### config.mk
export PLATFORM = sky130hd
export DESIGN_NAME = sync_length_deframer_top
export DESIGN_NICKNAME = d
export VERILOG_FILES = /design/src/design/sld_pkg.sv /design/src/design/sld_in_stage.sv /design/src/design/sld_core.sv /design/src/design/sld_out_stage.sv /design/src/design/sync_length_deframer_top.sv
export SDC_FILE = /design/constraint.sdc
export NUM_CORES = 1
export LEC_CHECK = 0
export BUFFER_PORTS_ARGS = -buffer_cell sky130_fd_sc_hd__buf_2
export CORE_MARGIN = 1.5
export CORE_UTILIZATION = 62
export DETAILED_ROUTE_END_ITERATION = 16
export MAX_ROUTING_LAYER = met4
export PLACE_DENSITY = 0.84
export SYNTH_ARGS = -nofsm -noshare
export SYNTH_HDL_FRONTEND = slang
export SYNTH_SLANG_ARGS = --single-unit
### constraint.sdc
create_clock -name clock -period 5.94 [get_ports clock]
set_clock_uncertainty 0.05 [all_clocks]
set_input_delay 0.594 -clock clock [delete_from_list [all_inputs] [get_ports clock]]
set_output_delay 0.594 -clock clock [all_outputs]
set_load 0.005 [all_outputs]
### src/design/sld_pkg.sv
// Shared types and constants for the sync/length deframer.
`timescale 1ns / 1ps

package sld_pkg;

   localparam int unsigned BYTE_W = 8;
   localparam int unsigned CSR_INDEX_W = 2;

   localparam logic [CSR_INDEX_W-1:0] CSR_FIRST_SYNC  = 2'd0;
   localparam logic [CSR_INDEX_W-1:0] CSR_SECOND_SYNC = 2'd1;
   localparam logic [CSR_INDEX_W-1:0] CSR_MAX_LENGTH  = 2'd2;

   localparam logic [BYTE_W-1:0] FIRST_SYNC_RESET  = 8'hAA;
   localparam logic [BYTE_W-1:0] SECOND_SYNC_RESET = 8'h55;
   localparam logic [BYTE_W-1:0] MAX_LENGTH_RESET  = 8'd85;

   typedef enum logic [1:0] {
      PH_SYNC1   = 2'd0,
      PH_SYNC2   = 2'd1,
      PH_LENGTH  = 2'd2,
      PH_PAYLOAD = 2'd3
   } phase_type;

   typedef struct packed {
      logic [BYTE_W-1:0] out_byte;
      logic              last_byte;
      logic              status;
   } result_type;

endpackage

### src/design/sld_in_stage.sv
// Input register stage: captures one received word per accepted handshake.
`timescale 1ns / 1ps

module sld_in_stage (
   input  logic                      clock,
   input  logic                      reset,
   input  logic                      req_valid,
   output logic                      req_stall,
   input  logic [sld_pkg::BYTE_W-1:0] req_rx_byte,
   input  logic                      consume,
   output logic                      held_valid,
   output logic [sld_pkg::BYTE_W-1:0] held_byte
);

   logic                       valid_ff;
   logic                       valid_in;
   logic [sld_pkg::BYTE_W-1:0] byte_ff;
   logic                       take;

   assign req_stall = valid_ff && !consume;
   assign take      = req_valid && !req_stall;
   assign valid_in  = take || (valid_ff && !consume);

   always_ff @(posedge clock) begin
      if (reset) begin
         valid_ff <= 1'b0;
      end else begin
         valid_ff <= valid_in;
      end
   end

   always_ff @(posedge clock) begin
      if (take) begin
         byte_ff <= req_rx_byte;
      end
   end

   assign held_valid = valid_ff;
   assign held_byte  = byte_ff;

endmodule

### src/design/sld_core.sv
// Frame state machine, configuration registers and per-word result logic.
`timescale 1ns / 1ps

module sld_core (
   input  logic                           clock,
   input  logic                           reset,
   input  logic                           csr_write,
   input  logic [sld_pkg::CSR_INDEX_W-1:0] csr_index,
   input  logic [sld_pkg::BYTE_W-1:0]      csr_data,
   input  logic                           step,
   input  logic [sld_pkg::BYTE_W-1:0]      rx_byte,
   output logic                           has_result,
   output sld_pkg::result_type            result
);

   logic [sld_pkg::BYTE_W-1:0] first_sync_ff;
   logic [sld_pkg::BYTE_W-1:0] second_sync_ff;
   logic [sld_pkg::BYTE_W-1:0] max_length_ff;

   sld_pkg::phase_type         phase_ff;
   sld_pkg::phase_type         phase_in;
   logic [sld_pkg::BYTE_W-1:0] frame_length_ff;
   logic [sld_pkg::BYTE_W-1:0] frame_length_in;
   logic [sld_pkg::BYTE_W-1:0] bytes_seen_ff;
   logic [sld_pkg::BYTE_W-1:0] bytes_seen_in;
   logic [sld_pkg::BYTE_W-1:0] bytes_next;
   logic                       is_last;

   always_ff @(posedge clock) begin
      if (reset) begin
         first_sync_ff  <= sld_pkg::FIRST_SYNC_RESET;
         second_sync_ff <= sld_pkg::SECOND_SYNC_RESET;
         max_length_ff  <= sld_pkg::MAX_LENGTH_RESET;
      end else if (csr_write) begin
         unique case (csr_index)
            sld_pkg::CSR_FIRST_SYNC:  first_sync_ff  <= csr_data;
            sld_pkg::CSR_SECOND_SYNC: second_sync_ff <= csr_data;
            sld_pkg::CSR_MAX_LENGTH:  max_length_ff  <= csr_data;
            default: ;
         endcase
      end
   end

   always_ff @(posedge clock) begin
      if (reset) begin
         phase_ff        <= sld_pkg::PH_SYNC1;
         frame_length_ff <= '0;
         bytes_seen_ff   <= '0;
      end else if (step) begin
         phase_ff        <= phase_in;
         frame_length_ff <= frame_length_in;
         bytes_seen_ff   <= bytes_seen_in;
      end
   end

   assign bytes_next = bytes_seen_ff + 8'd1;
   assign is_last    = (bytes_next == frame_length_ff);

   always_comb begin
      phase_in         = phase_ff;
      frame_length_in  = frame_length_ff;
      bytes_seen_in    = bytes_seen_ff;
      has_result       = 1'b0;
      result.out_byte  = rx_byte;
      result.last_byte = 1'b0;
      result.status    = 1'b0;
      unique case (phase_ff)
         sld_pkg::PH_SYNC1: begin
            if (rx_byte == first_sync_ff) begin
               phase_in = sld_pkg::PH_SYNC2;
            end
         end
         sld_pkg::PH_SYNC2: begin
            if (rx_byte == second_sync_ff) begin
               phase_in = sld_pkg::PH_LENGTH;
            end else if (rx_byte != first_sync_ff) begin
               phase_in = sld_pkg::PH_SYNC1;
            end
         end
         sld_pkg::PH_LENGTH: begin
            if (rx_byte == '0 || rx_byte > max_length_ff) begin
               phase_in      = sld_pkg::PH_SYNC1;
               has_result    = 1'b1;
               result.status = 1'b1;
            end else begin
               phase_in        = sld_pkg::PH_PAYLOAD;
               frame_length_in = rx_byte;
               bytes_seen_in   = '0;
            end
         end
         sld_pkg::PH_PAYLOAD: begin
            bytes_seen_in    = bytes_next;
            has_result       = 1'b1;
            result.last_byte = is_last;
            if (is_last) begin
               phase_in = sld_pkg::PH_SYNC1;
            end
         end
         default: ;
      endcase
   end

endmodule

### src/design/sld_out_stage.sv
// Result register: holds one result word until the receiver takes it.
`timescale 1ns / 1ps

module sld_out_stage (
   input  logic                       clock,
   input  logic                       reset,
   input  logic                       load,
   input  sld_pkg::result_type        result,
   output logic                       ready,
   output logic                       rsp_valid,
   input  logic                       rsp_stall,
   output logic [sld_pkg::BYTE_W-1:0] rsp_out_byte,
   output logic                       rsp_last_byte,
   output logic                       rsp_status
);

   logic                valid_ff;
   logic                valid_in;
   sld_pkg::result_type data_ff;

   assign ready    = !valid_ff || !rsp_stall;
   assign valid_in = load || (valid_ff && rsp_stall);

   always_ff @(posedge clock) begin
      if (reset) begin
         valid_ff <= 1'b0;
      end else begin
         valid_ff <= valid_in;
      end
   end

   always_ff @(posedge clock) begin
      if (load) begin
         data_ff <= result;
      end
   end

   assign rsp_valid     = valid_ff;
   assign rsp_out_byte  = data_ff.out_byte;
   assign rsp_last_byte = data_ff.last_byte;
   assign rsp_status    = data_ff.status;

endmodule

### src/design/sync_length_deframer_top.sv
// Sync/length deframer top level: recovers length-prefixed frames from a byte stream.
//
// req channel: one received byte per word (req_valid, req_stall, req_rx_byte).
// rsp channel: one word per payload byte or rejected length (rsp_valid,
//   rsp_stall, rsp_out_byte, rsp_last_byte, rsp_status).
// csr port: csr_write with csr_index 0 first sync, 1 second sync, 2 max length;
//   other indexes are ignored. Write only while the block is idle.
// A result word passes through the input register and then the result register before it shows on rsp.
// Throughput: one byte per cycle while the receiver does not stall, set by the
//   single state step between the input register and the result register.
// Sync bytes, accepted lengths and bytes dropped while hunting give no word.
// Reset (synchronous): empties both registers, returns to hunting the first
//   sync byte and loads the default sync values and max length.
// Receiver stall: the result word holds; one more byte may sit in the input
//   register, after which req_stall rises.
`timescale 1ns / 1ps

module sync_length_deframer_top (
   input  logic                           clock,
   input  logic                           reset,
   input  logic                           req_valid,
   output logic                           req_stall,
   input  logic [sld_pkg::BYTE_W-1:0]      req_rx_byte,
   output logic                           rsp_valid,
   input  logic                           rsp_stall,
   output logic [sld_pkg::BYTE_W-1:0]      rsp_out_byte,
   output logic                           rsp_last_byte,
   output logic                           rsp_status,
   input  logic                           csr_write,
   input  logic [sld_pkg::CSR_INDEX_W-1:0] csr_index,
   input  logic [sld_pkg::BYTE_W-1:0]      csr_data
);

   logic                       held_valid;
   logic [sld_pkg::BYTE_W-1:0] held_byte;
   logic                       out_ready;
   logic                       step;
   logic                       has_result;
   sld_pkg::result_type        result;

   assign step = held_valid && out_ready;

   sld_in_stage u_in (
      .clock       (clock),
      .reset       (reset),
      .req_valid   (req_valid),
      .req_stall   (req_stall),
      .req_rx_byte (req_rx_byte),
      .consume     (out_ready),
      .held_valid  (held_valid),
      .held_byte   (held_byte)
   );

   sld_core u_core (
      .clock      (clock),
      .reset      (reset),
      .csr_write  (csr_write),
      .csr_index  (csr_index),
      .csr_data   (csr_data),
      .step       (step),
      .rx_byte    (held_byte),
      .has_result (has_result),
      .result     (result)
   );

   sld_out_stage u_out (
      .clock         (clock),
      .reset         (reset),
      .load          (step && has_result),
      .result        (result),
      .ready         (out_ready),
      .rsp_valid     (rsp_valid),
      .rsp_stall     (rsp_stall),
      .rsp_out_byte  (rsp_out_byte),
      .rsp_last_byte (rsp_last_byte),
      .rsp_status    (rsp_status)
   );

`ifndef SYNTH
   a_stall_only_when_blocked: assert property (@(posedge clock) disable iff (reset)
      req_stall |-> (rsp_valid && rsp_stall && held_valid))
      else $error("input stalled while result path is free");

   a_reject_not_last: assert property (@(posedge clock) disable iff (reset)
      rsp_valid |-> !(rsp_status && rsp_last_byte))
      else $error("rejected length marked as frame end");

   a_empty_after_reset: assert property (@(posedge clock)
      reset |=> (!rsp_valid && !req_stall))
      else $error("registers not empty after reset");

   a_step_loads_result: assert property (@(posedge clock) disable iff (reset)
      (step && has_result) |=> rsp_valid)
      else $error("result word lost");
`endif

endmodule
# After elaboration in Yosys (flattened, before gate mapping)
# Cells that the tools add are included.
# W data, S select, Z words.
# classes
addsub	1
magnitude_cmp	1
eq_ne	13
n_mux	10
n_bitwise	1
reduce_logical	23
# op_table
op	count
$eq A8 B8 Y1	3
$pmux W8 S2	1
$mux W2	5
$add A8 B1 Y8 const B	1
$gt A8 B8 Y1	1
$logic_not A8 Y1	1
$mux W8	1
$ne A8 B8 Y1	1
$pmux W2 S4	1
$eq A2 B2 Y1 const B	3
$reduce_and A2 Y1	3
$reduce_and A3 Y1	2
$logic_and A1 B1 Y1	5
$eq A2 B1 Y1 const B	2
$logic_not A1 Y1	4
$logic_not A2 Y1	2
$logic_or A1 B1 Y1	4
$ne A2 B1 Y1 const B	2
$reduce_and A4 Y1	1
$ne A3 B1 Y1 const B	1
$ne A2 B2 Y1 const B	1
$pmux W1 S2	1
$reduce_bool A2 Y1	1
$mux W1	1
$not A1 Y1	1
# word_totals
ff_bits	62
word_cells	61

# Longest topological paths before layout
# Gate-level depths: netlist of the first run.
# logic_depth
word_depth	7
mapped_depth	10
ltp_nobuf	9

# Hierarchy
# From an unflattened synthesis of the first run, not the netlist that was laid out.
# hier_totals
cells_unflattened	311
hier_area_um2	3096.7
# by_module_without_submodules
module	n_inst	cells_each	area_each_um2	seq_area_each_um2
sld_core	1	283	2461.1	840.8
sld_out_stage	1	14	332.8	320.3
sld_in_stage	1	12	290.3	260.2
sync_length_deframer_top	1	2	12.5	0.0

# Worst setup path after synthesis of the first run
# OpenSTA, ideal clock, no wires.
# synth_path
path_kind	register to register
from	register u_in.byte_ff, in the netlist u_in.held_byte[7]
to	register u_out.data_ff, in the netlist u_out.rsp_last_byte (enable)
arrival_ps	1955
setup_slack_ps	3597
path_stages_with_launch	8
path_buffers	1
period_less_slack_ps	2343
path_cell_list	edfxtp_1 -> ha_1 -> nand4_1 -> a21o_1 -> a21o_1 -> buf_2 -> a21o_1 -> inv_1
# synth_between
elab_chain_cells	5
# synth_lines
element	line	rtl
start, declared	sld_in_stage.sv:17	logic [sld_pkg::BYTE_W-1:0] byte_ff;
start signal, assigned	sld_in_stage.sv:34	byte_ff <= req_rx_byte;
$gt A8 B8 Y1 or $logic_not A8 Y1 (tied branches)	sld_core.sv:81	if (rx_byte == '0 || rx_byte > max_length_ff) begin
$logic_or A1 B1 Y1 *	sld_core.sv:81	
$mux W1 *	sld_core.sv:81	
$pmux W1 S2 *	sld_core.sv:67	unique case (phase_ff)
$logic_and A1 B1 Y1 *	sync_length_deframer_top.sv:69	.load (step && has_result),
net u_out.load	sld_out_stage.sv:7	input logic load,
end signal, assigned	sld_out_stage.sv:34	data_ff <= result;
end, declared	sld_out_stage.sv:19	sld_pkg::result_type data_ff;
# The timed path passes the listed nets; every way through them passes the cells marked *.
# A chain may end at the register's enable or synchronous reset.

# Worst setup path after layout of the first run
# layout_path
from	register u_in.byte_ff, in the netlist u_in.held_byte[5]
to	register u_core.phase_ff[1]
# layout_between
elab_chain_cells	4
# layout_lines
element	line	rtl
$gt A8 B8 Y1 or $logic_not A8 Y1 (tied branches)	sld_core.sv:81	
$logic_or A1 B1 Y1	sld_core.sv:81	
$mux W2	sld_core.sv:81	
$pmux W2 S4	sld_core.sv:67	
end signal, assigned	sld_core.sv:46	phase_ff <= sld_pkg::PH_SYNC1;
end signal, assigned	sld_core.sv:50	phase_ff <= phase_in;
end, declared	sld_core.sv:20	sld_pkg::phase_type phase_ff;
# Several ways; a longest one is shown, not always the timed one.

==> results by group, run 1 <==
STA
  • Rel. slew slack: between 30% and 40%
  • Setup Viol. Count Final: 0
  • Final count of hold timing violations: 0
  • Fin Setup TNS: 0 ps
  • Final period util: between 40% and 50%
  • Final Max Tran Viols: 0
  • Worst Max-Slew Pin Slew: 927 ps
  • RSZ-0062 raised after global routing: false
  • Setup slack after layout: between 3000 and 4000 ps
  • Fmax: about 380 MHz
  • Final hold slack: around 370 ps
  • Tmin final: ~2600 ps

Worst setup path
  • CP max FO: 11
  • Worst Path Class, Setup: reg -> reg
  • Worst path slowest cell: edfxtp_1
  • CP Launch Type: flip-flop
  • Most used cell, CP: a21o_1
  • Req. time, crit path: 6130 ps
  • Crit-path max cell delay: between 500 and 600 ps
  • Crit path DAT: between 2000 and 3000 ps
  • Crit end category: flip-flop
  • Register-to-Register Path Depth: 8
  • Critical path cell sequence: ha_1, a21oi_1, nor2_1, a211oi_1, a21o_1, a21o_1, inv_1, a221oi_1

Logic synthesis
  • Mux contribution to synthesized area: under 10%
  • Synth Area in XOR/XNOR: 7.83%
  • Cell area after synthesis: just over 3000 um^2
  • Sequential area share after synthesis: a little under half
  • Largest family of logic cells by synthesized area: compound AO/OA/AOI/OAI gates
  • Syn Nets: roughly 340
  • Warnings, synthesis: 0
  • Synth Flop Type: dfxtp_1
  • Avg Cell Area, Syn: about 10 um^2
  • Synth unique cells: 45
  • Post-synthesis simple-gate area fraction: between 10 and 15%
  • Synthesized flop and latch total: a little over 60
  • Mapped Cells: about 310
  • Post-synthesis async set-or-reset flop share: 0%
  • Number of enable flip-flop cells after synthesis: 18
  • Adder-cell area share of the yosys netlist: 3.73%
  • Synth Area in Compound Gates: ~18%

Finish
  • Leading cell types in the layout, fill and taps excluded: 44 x dfxtp_1, 34 x buf_2, 28 x nor2_1, 22 x a21oi_1, 18 x edfxtp_1
  • Area growth, synth to finish: 12.8%
  • Post-layout utilization of the core: between 70 and 80%
  • Fraction of layout cells with a size suffix above 1: 17.1%
  • Commonest non-fill, non-tap cell in the layout: dfxtp_1
  • Multi-input gate area: between 1000 and 1500 um^2
  • Register area: approximately 1400 um^2
  • Fill cells: between 300 and 400
  • Antenna cells: 0
  • Post-route cell area: 3410 um^2
  • Final net count: about 370
  • Final Non-Filler Cells: slightly below 400

Route
  • Routed Antenna Nets: 0
  • Vias per Instance: 6.06
  • Total iterations of the first detailed-routing run: 4
  • Drt drc: 0
  • Vias: around 2400
  • WL per Instance: 16.3 um
  • 1st-iter DRT viols: 200
  • Routed wire length: roughly 6400 um

Die
  • # rows: 25
  • Core area: between 4000 and 5000 um^2
  • Overall die width: 72.8 um
  • Area of the die: roughly 5300 um^2
  • Die Ht: 72.8 um
  • I/O pins: 35
  • Initial Util: between 60% and 70%

Clock tree
  • CTS tree: built
  • Post-CTS Hold Fix Bufs: 0
  • Max clock buf depth: 2
  • Post-cts repair resize count: 0
  • TritonCTS buffer count: 9
  • # clock sinks: between 60 and 70
  • CTS Root Cell: clkbuf_8
  • Post-CTS Setup Bufs: 0
  • Clock insertion delay at the later pin of the skew report: about 340 ps
  • Htree depth: 3
  • CTS clk-pin slew, worst paths: around 70 ps

GRT
  • Largest net degree at the start of global routing: between 40 and 50
  • Initial antenna violation count: 0
  • Vias in the first global route: roughly 2200
  • Gr usage total: a little over a quarter
  • First-pass GRT wire length: 10400 um
  • Congestion Overflow GR: 0

Placed design
  • Gpl congestion: between 0.9 and 1
  • Post-DP HPWL: approximately 4600 um
  • IO Port Bufs: 34
  • Dpl cells: about 380
  • Placed Area: about 3200 um^2
  • Placement Setup Slack: 3340 ps

Power
  • Max VDD drop: between 0.2 and 0.25 mV
  • Total power: about 0.92 mW
  • Pwr Density: around 270 nW/um^2
  • Leak Pwr: ~1.3 nW

Run status
  • Status: finished clean

Hold path
  • Hold WC Path Type: in -> reg
  • Hold path cells: 1

Flow run
  • Max-cap violation count: 0
synth_stat cells, drive strengths merged (4+ instances only):
master  number  area [um^2]
nand2        8         30.0
a21o         4         30.0
nor2b        6         37.5
inv         16         60.1
mux2i       14          140
clkbuf       8         30.0
a211o       12          105
nand4        6         43.8
nand3       15         75.1
buf          7         32.5
ha           9          113
o21ai       21          105
xnor2       16          140
dfxtp       44          881
nor3         7         35.0
edfxtp      18          541
a21oi       23          126
xor2        11         96.3
nor2        29          116
cell type report:
type	instances	area share [%]
repair buffers	34	5.00
inverters	16	1.76
flip-flops and latches	62	41.7
clock buffers	10	3.75
multi-input cells	212	43.5
clock inverters	6	2.28
well taps	54	1.98
cell families after synthesis:
family | after synthesis
compound gates | 76
mux | 14
fa+ha+maj | 9
simple gates | 86
xor+xnor | 27
buf+inv | 31
flops | 62
worst max-delay path: cells and delay by family, from the launching register on:
kind | cells | cell delay, ps
AND/OR/NAND/NOR | 1 | 100
flip-flops | 1 | 530
buffers and inverters | 1 | 190
adder cells (fa/ha/maj) | 1 | 380
AO/OA/AOI/OAI | 5 | 1290
power by group:
part           internal, mW  switching, mW
Clock                 0.232          0.157
Combinational        0.0301         0.0381
Sequential            0.446         0.0138
Total                 0.708          0.209
routing by layer:
metal,GRT usage [%],share of wire [%],up-vias,wire length [um]
met5,-,0,-,0
met4,11.1,2.3,0,149
met2,44.0,49,87,3170
met1,32.5,43,1120,2750
li1,-,-,1159,-
met3,6.91,5.3,20,340
state kept, by name (all words and copies together) (netlist names), 2 cells and up:
| register | cells |
|---|---|
| u_core.second_sync_ff | 8 |
| u_core.frame_length_ff | 8 |
| u_core.first_sync_ff | 8 |
| u_in.held_byte | 8 |
| u_core.max_length_ff | 8 |
| u_out.rsp_out_byte | 8 |
| u_core.phase_ff | 2 |
| u_core.bytes_seen_ff | 8 |
worst paths after layout:
path / start / end / slack [ps]
min reg2reg: u_core.max_length_ff[0]$_SDFFE_PP1P_ / u_core.max_length_ff[0]$_SDFFE_PP1P_ / 420
max: u_in.held_byte[5]$_DFFE_PP_ / u_core.phase_ff[1]$_SDFFE_PP0P_ / 3290
max reg2reg: u_in.held_byte[5]$_DFFE_PP_ / u_core.phase_ff[1]$_SDFFE_PP0P_ / 3290
min: req_rx_byte[2] / u_in.held_byte[2]$_DFFE_PP_ / 370
Power figures use the tool's default switching activity.
==> run 2, diff against run 1 <==
--- a/config.mk
+++ b/config.mk
@@ -5,12 +5,13 @@
 export SDC_FILE = /design/constraint.sdc
 export NUM_CORES = 1
 export LEC_CHECK = 0
+export ABC_AREA = 1
 export BUFFER_PORTS_ARGS = -buffer_cell sky130_fd_sc_hd__buf_2
 export CORE_MARGIN = 1.5
-export CORE_UTILIZATION = 62
+export CORE_UTILIZATION = 58
 export DETAILED_ROUTE_END_ITERATION = 16
 export MAX_ROUTING_LAYER = met4
-export PLACE_DENSITY = 0.84
+export PLACE_DENSITY = 0.79
 export SYNTH_ARGS = -nofsm -noshare
 export SYNTH_HDL_FRONTEND = slang
 export SYNTH_SLANG_ARGS = --single-unit
==> constraint.sdc (replaced) <==
create_clock -name clock -period 2.55 [get_ports clock]
set_clock_uncertainty 0.05 [all_clocks]
set_input_delay 0.255 -clock clock [delete_from_list [all_inputs] [get_ports clock]]
set_output_delay 0.255 -clock clock [all_outputs]
set_load 0.005 [all_outputs]
==> results by group, run 2 <==
Run status
  • Status: finished clean

Die
  • Overall die width: between 70 and 80 um
  • Core area: between 5000 and 6000 um^2
  • # rows: 26
  • Initial Util: between 60% and 70%
  • Area of the die: roughly 6000 um^2
  • I/O pins: 35
  • Die Ht: 77.5 um

Hold path
  • Hold WC Path Type: in -> reg
  • Hold path cells: 1

Worst setup path
  • Worst Path Class, Setup: reg -> reg
  • Crit end category: flip-flop
  • Req. time, crit path: about 2500 ps
  • Crit path DAT: slightly above 2000 ps
  • Register-to-Register Path Depth: 9
  • CP max FO: 10
  • CP Launch Type: flip-flop

Flow run
  • Max-cap violation count: 0

Clock tree
  • # clock sinks: between 60 and 70
  • Post-CTS Setup Bufs: 0
  • CTS tree: built
  • Clock insertion delay at the later pin of the skew report: roughly 340 ps
  • CTS Root Cell: clkbuf_8
  • TritonCTS buffer count: 9
  • Htree depth: 3
  • Max clock buf depth: 2
  • Post-CTS Hold Fix Bufs: 0
  • Post-cts repair resize count: 0
  • CTS clk-pin slew, worst paths: 70 ps

Power
  • Pwr Density: between 500 and 600 nW/um^2
  • Max VDD drop: around 0.42 mV
  • Comb pwr share: 9.2%
  • Switching share of total power: 24.2%
  • Internal: ~1.6 mW
  • Part of the power in registers: 50.3%
  • Clock power share: between 40% and 50%
  • Sw Pwr: 0.508 mW
  • Leak Pwr: about 1.7 nW

Logic synthesis
  • Area leader, netlist: dfxtp_1
  • Post-synthesis async set-or-reset flop share: 0%
  • Sequential area share after synthesis: around 44%
  • Cell area after synthesis: around 3200 um^2
  • Synth area leaders: dfxtp_1 27%, edfxtp_1 17%, nand2_1 11%
  • Syn Nets: around 450
  • Number of enable flip-flop cells after synthesis: 18
  • Warnings, synthesis: 0
  • Synth unique cells: 31
  • Synth Flop Type: dfxtp_1
  • Mapped Cells: a little over 400
  • Most instantiated library cell after synthesis: nand2_1
  • Top cell type's share of synthesized area: 27.3%
  • Avg Cell Area, Syn: around 7.8 um^2
  • Synth cell count leaders: 95 x nand2_1, 55 x inv_1, 55 x nor2_1
  • Synthesized flop and latch total: between 60 and 70

STA
  • Worst Max-Slew Pin Slew: about 470 ps
  • Fmax: 483 MHz
  • RSZ-0062 raised after global routing: false
  • Final Max Tran Viols: 0
  • Tmin final: a little over 2000 ps
  • Fin Setup TNS: 0 ps
  • Final count of hold timing violations: 0
  • Final period util: between 80% and 90%
  • Setup Viol. Count Final: 0
  • Rel. slew slack: between 60% and 70%

Placed design
  • Dpl cells: 520
  • Gpl congestion: roughly 0.88
  • IO Port Bufs: 34
  • Post-DP HPWL: 5100 um

Finish
  • Fill cells: about 430
  • Fraction of layout cells with a size suffix above 1: between 15 and 20%
  • Leading cell types in the layout, fill and taps excluded: 95 x nand2_1, 55 x inv_1, 55 x nor2_1, 44 x dfxtp_1
  • Final Non-Filler Cells: ~540
  • Area growth, synth to finish: 14.3%
  • Commonest non-fill, non-tap cell in the layout: nand2_1
  • Final net count: 493
  • Antenna cells: 0

Route
  • Routed wire length: ~7100 um
  • Total iterations of the first detailed-routing run: 7
  • Vias: ~2900
  • Routed Antenna Nets: 0
  • 1st-iter DRT viols: 197
  • Drt drc: 0
  • WL per Instance: between 10 and 15 um
  • Vias per Instance: about 5.3

GRT
  • Largest net degree at the start of global routing: a little over 40
  • Gr usage total: approximately 27%
  • First-pass GRT wire length: between 10000 and 15000 um
  • Initial antenna violation count: 0
  • Congestion Overflow GR: 0
  • Vias in the first global route: 2605
[run 2: cell types whose count changed in the layout (fill, tap and decap cells not counted), sizes merged, moves of 6 or more]
cell and change:
xor2 -6, inv +41, nor2 +31, buf +11
mux2i -14, o211ai +8, nand3 +22, nand2 +92
nor2b -6, a211o -12
[run 2: worst paths after layout]
path	start	to	slack [ps]
setup / recovery	u_in.held_byte[7]$_DFFE_PP_	u_out.rsp_out_byte[7]$_DFFE_PP_	480
hold / removal	req_rx_byte[6]	u_in.held_byte[6]$_DFFE_PP_	40
setup reg to reg	u_in.held_byte[7]$_DFFE_PP_	u_out.rsp_out_byte[7]$_DFFE_PP_	480
hold reg to reg	u_core.max_length_ff[3]$_SDFFE_PP0P_	u_core.max_length_ff[3]$_SDFFE_PP0P_	410
[run 2: final cells by class]
cell class	count	area, um^2	share of cell area, %
Inverter	57	214	5.81
Timing Repair Buffer	45	253	6.86
Multi-Input combinational cell	286	1520	41.1
Sequential cell	62	1420	38.6
Clock buffer	12	145	3.94
Clock inverter	4	47.5	1.29
Tap cell	70	87.6	2.38
[run 2: power groups by stage]
| stage | logic (mW) | registers (mW) | clock network (mW) |
|---|---|---|---|
| final | 0.194 | 1.06 | 0.850 |
| after CTS | 0.194 | 1.06 | 0.862 |
| after global placement | 0.186 | 1.08 | 0 |
| after global routing | 0.219 | 1.06 | 0.906 |
| after floorplan | 0.125 | 1.08 | 0 |
| after detailed placement | 0.193 | 1.08 | 0 |
[run 2: logic make-up after synthesis]
logic type / synth area share [%]
AO/OA/AOI/OAI: 9.67
XOR/XNOR: 4.62
adder cells (fa/ha/maj): 3.50
buffers and inverters: 8.85
flip-flops: 44.1
AND/OR/NAND/NOR: 29.2
[run 2: routing by layer]
| metal | global-route usage [%] | vias to the layer above | wire length [um] |
|---|---|---|---|
| li1 | - | 1430 | - |
| met1 | 33.5 | 1300 | 3160 |
| met2 | 41.7 | 107 | 3160 |
| met3 | 7.18 | 21 | 533 |
| met4 | 11.5 | 0 | 210 |
| met5 | - | - | 0 |
[run 2: per-stage QoR]
step,worst slack [ps],power [mW],util [%],cell area (um^2),hold slack (ps)
final,481,2.10,70.3,3680,35.7
after global placement,594,1.26,66.7,3490,381
after CTS,491,2.11,70.3,3680,21.5
after floorplan,603,1.21,-,3220,274
after global routing,255,2.18,70.3,3680,20.0
after detailed placement,519,1.27,66.7,3490,385
[run 2: critical path, stage by stage, from the launching register on]
cell,delay [ps]
edfxtp_1,400
ha_1,310
nand2_1,70
nor2_1,170
nand2_1,70
nand2_1,50
nand2_1,90
nand3_2,120
nand2_1,80
inv_1,300
==> run 3, diff against run 2 <==
--- a/config.mk
+++ b/config.mk
@@ -8,10 +8,10 @@
 export ABC_AREA = 1
 export BUFFER_PORTS_ARGS = -buffer_cell sky130_fd_sc_hd__buf_2
 export CORE_MARGIN = 1.5
-export CORE_UTILIZATION = 58
+export CORE_UTILIZATION = 53
 export DETAILED_ROUTE_END_ITERATION = 16
 export MAX_ROUTING_LAYER = met4
-export PLACE_DENSITY = 0.79
+export PLACE_DENSITY = 0.76
 export SYNTH_ARGS = -nofsm -noshare
 export SYNTH_HDL_FRONTEND = slang
 export SYNTH_SLANG_ARGS = --single-unit
==> constraint.sdc (replaced) <==
create_clock -name clock -period 1.75 [get_ports clock]
set_clock_uncertainty 0.05 [all_clocks]
set_input_delay 0.175 -clock clock [delete_from_list [all_inputs] [get_ports clock]]
set_output_delay 0.175 -clock clock [all_outputs]
set_load 0.005 [all_outputs]
==> results by group, run 3 (same netlist as run 2, synthesis figures left out) <==
STA
  • Setup slack after layout: -271 ps
  • RSZ-0062 raised after global routing: true
  • Rel. slew slack: 55.9%
  • Worst Max-Slew Pin Slew: 661 ps
  • Tmin final: slightly above 2000 ps
  • Final period util: 115%
  • Fmax: 495 MHz
  • Final count of hold timing violations: 0
  • Setup Viol. Count Final: 30
  • Final Max Tran Viols: 0
  • Fin Setup TNS: -6190 ps

Finish
  • Fraction of layout cells with a size suffix above 1: a little under a third
  • Area growth, synth to finish: 31.7%
  • Leading cell types in the layout, fill and taps excluded: 83 x nand2_1, 49 x inv_1, 44 x nor2_1, 44 x dfxtp_1, 34 x buf_2
  • Post-layout utilization of the core: between 70 and 80%
  • Commonest non-fill, non-tap cell in the layout: nand2_1
  • Fill cells: around 420
  • Antenna cells: 0
  • Post-route cell area: around 4200 um^2
  • Final Non-Filler Cells: 571
  • Final net count: approximately 520

Route
  • Vias per Instance: approximately 5.5
  • WL per Instance: 15.5 um
  • Routed wire length: 8860 um
  • Drt drc: 0
  • Total iterations of the first detailed-routing run: 5
  • Vias: just over 3000
  • Routed Antenna Nets: 0
  • 1st-iter DRT viols: 281

Clock tree
  • Clock insertion delay at the later pin of the skew report: 350 ps
  • Max clock buf depth: 2
  • # clock sinks: 62
  • CTS tree: built
  • TritonCTS buffer count: 9
  • CTS Root Cell: clkbuf_8
  • CTS clk-pin slew, worst paths: around 80 ps
  • Htree depth: 3

Run status
  • Failing checks: setup timing
  • Status: complete, but fails checks

Worst setup path
  • Worst path slowest cell: edfxtp_1
  • Critical path cell sequence: ha_4, a21oi_2, nand2_1, nand2_2, nand2_2, nand2_4, nand3_4, buf_6, nand2_8, clkinvlp_4
  • Crit end category: flip-flop
  • Crit path DAT: approximately 2100 ps
  • Worst Path Class, Setup: reg -> reg
  • CP max FO: 5
  • CP Launch Type: flip-flop
  • Req. time, crit path: between 1500 and 2000 ps
  • Crit-path max cell delay: around 460 ps
  • Most used cell, CP: nand2_2

Hold path
  • Hold WC Path Type: in -> reg

GRT
  • Initial antenna violation count: 0
  • Largest net degree at the start of global routing: 26
  • Gr usage total: a little over a quarter
  • Congestion Overflow GR: 0
  • First-pass GRT wire length: ~13000 um
  • Vias in the first global route: between 2000 and 3000

Die
  • Area of the die: between 6000 and 7000 um^2
  • # rows: 28
  • Initial Util: between 50% and 60%
  • Core area: between 5000 and 6000 um^2
  • Overall die width: between 80 and 90 um
  • I/O pins: 35
  • Die Ht: 81.0 um

Power
  • Max VDD drop: 0.765 mV
  • Leak Pwr: around 1.8 nW
  • Internal: approximately 2.2 mW
  • Total power: 3.06 mW
  • Switching share of total power: around 28%
  • Clock power share: approximately a third
  • Pwr Density: 722 nW/um^2
  • Comb pwr share: between 10 and 15%
  • Sw Pwr: about 0.84 mW
  • Part of the power in registers: just over 50%

Placed design
  • Placed Area: 3570 um^2
  • Dpl cells: 532
  • IO Port Bufs: 34
  • Gpl congestion: 0.852
  • Post-DP HPWL: 5220 um

Flow run
  • Max-cap violation count: 0
## run 3: cell count changes in the layout (fill, tap and decap cells not counted), moves of 6 or more
cell           delta
nand2_1          -12
nor2_2           +10
inv_1             -6
buf_6             +7
a21oi_2           +6
ha_1              -6
dlygate4sd3_1     +9
ha_4              +6
nor2_1           -11
a21oi_1           -7
buf_4            +10
nand2_2           +8
## run 3: area by class of cell
cell class              instances  area, um^2  area share (%)
flip-flops and latches         62        1420            33.5
repair inverters                1        7.51           0.177
multi-input cells             288        1820            42.9
clock buffers                  11         131            3.10
clock inverters                 5        27.5           0.649
repair buffers                 72         517            12.2
inverters                      57         224            5.28
well taps                      75        93.8            2.21
## run 3: path summary, 6_finish.rpt
kind	from	slack [ps]	endpoint	cells past startpoint
setup / recovery	u_in.held_byte[3]$_DFFE_PP_	-270	u_out.rsp_out_byte[7]$_DFFE_PP_	10
hold / removal	req_valid	10	u_in.held_valid$_SDFF_PP0_	2
setup reg to reg	u_in.held_byte[3]$_DFFE_PP_	-270	u_out.rsp_out_byte[7]$_DFFE_PP_	10
hold reg to reg	u_core.second_sync_ff[5]$_SDFFE_PP0P_	420	u_core.second_sync_ff[5]$_SDFFE_PP0P_	2
## run 3: metrics by stage
step           setup slack [ps]  hold WS (ps)
4_1_cts                    -105          8.80
2_1_floorplan             -75.2           194
6_report                   -271          14.0
3_5_place_dp               -186           304
3_3_place_gp              -74.1           301
5_1_grt                    -368          26.1
## run 3: layer usage
metal / up-vias / share of wire [%] / global-route usage (%)
met5: - / 0 / -
met4: 0 / 3.7 / 10.7
met3: 35 / 9.0 / 8.54
met2: 160 / 47 / 40.4
met1: 1429 / 40 / 33.4
li1: 1489 / - / -
## run 3: what timing repair did
action                                 in CTS  in global routing
resized for setup                          18                 55
gates cloned                                1                  2
setup buffers                               4                 10
pin swaps                                  10                 31
endpoints found under the hold margin       9                  0
hold buffers                                9                  0
setup endpoints to repair                  28                 31
## run 3: power by group through the flow
stage	logic, mW	registers (mW)	clock network, mW
finish	0.434	1.55	1.08
global route	0.469	1.55	1.16
detailed placement	0.292	1.57	0
CTS	0.338	1.54	1.07
floorplan	0.186	1.58	0
global placement	0.280	1.57	0
## run 3: critical path: cells and delay by family, from the launching register on
| kind | cells | cell delay [ps] |
|---|---|---|
| flip-flops | 1 | 460 |
| buffers and inverters | 2 | 300 |
| adder cells (fa/ha/maj) | 1 | 290 |
| AND/OR/NAND/NOR | 6 | 500 |
| AO/OA/AOI/OAI | 1 | 160 |
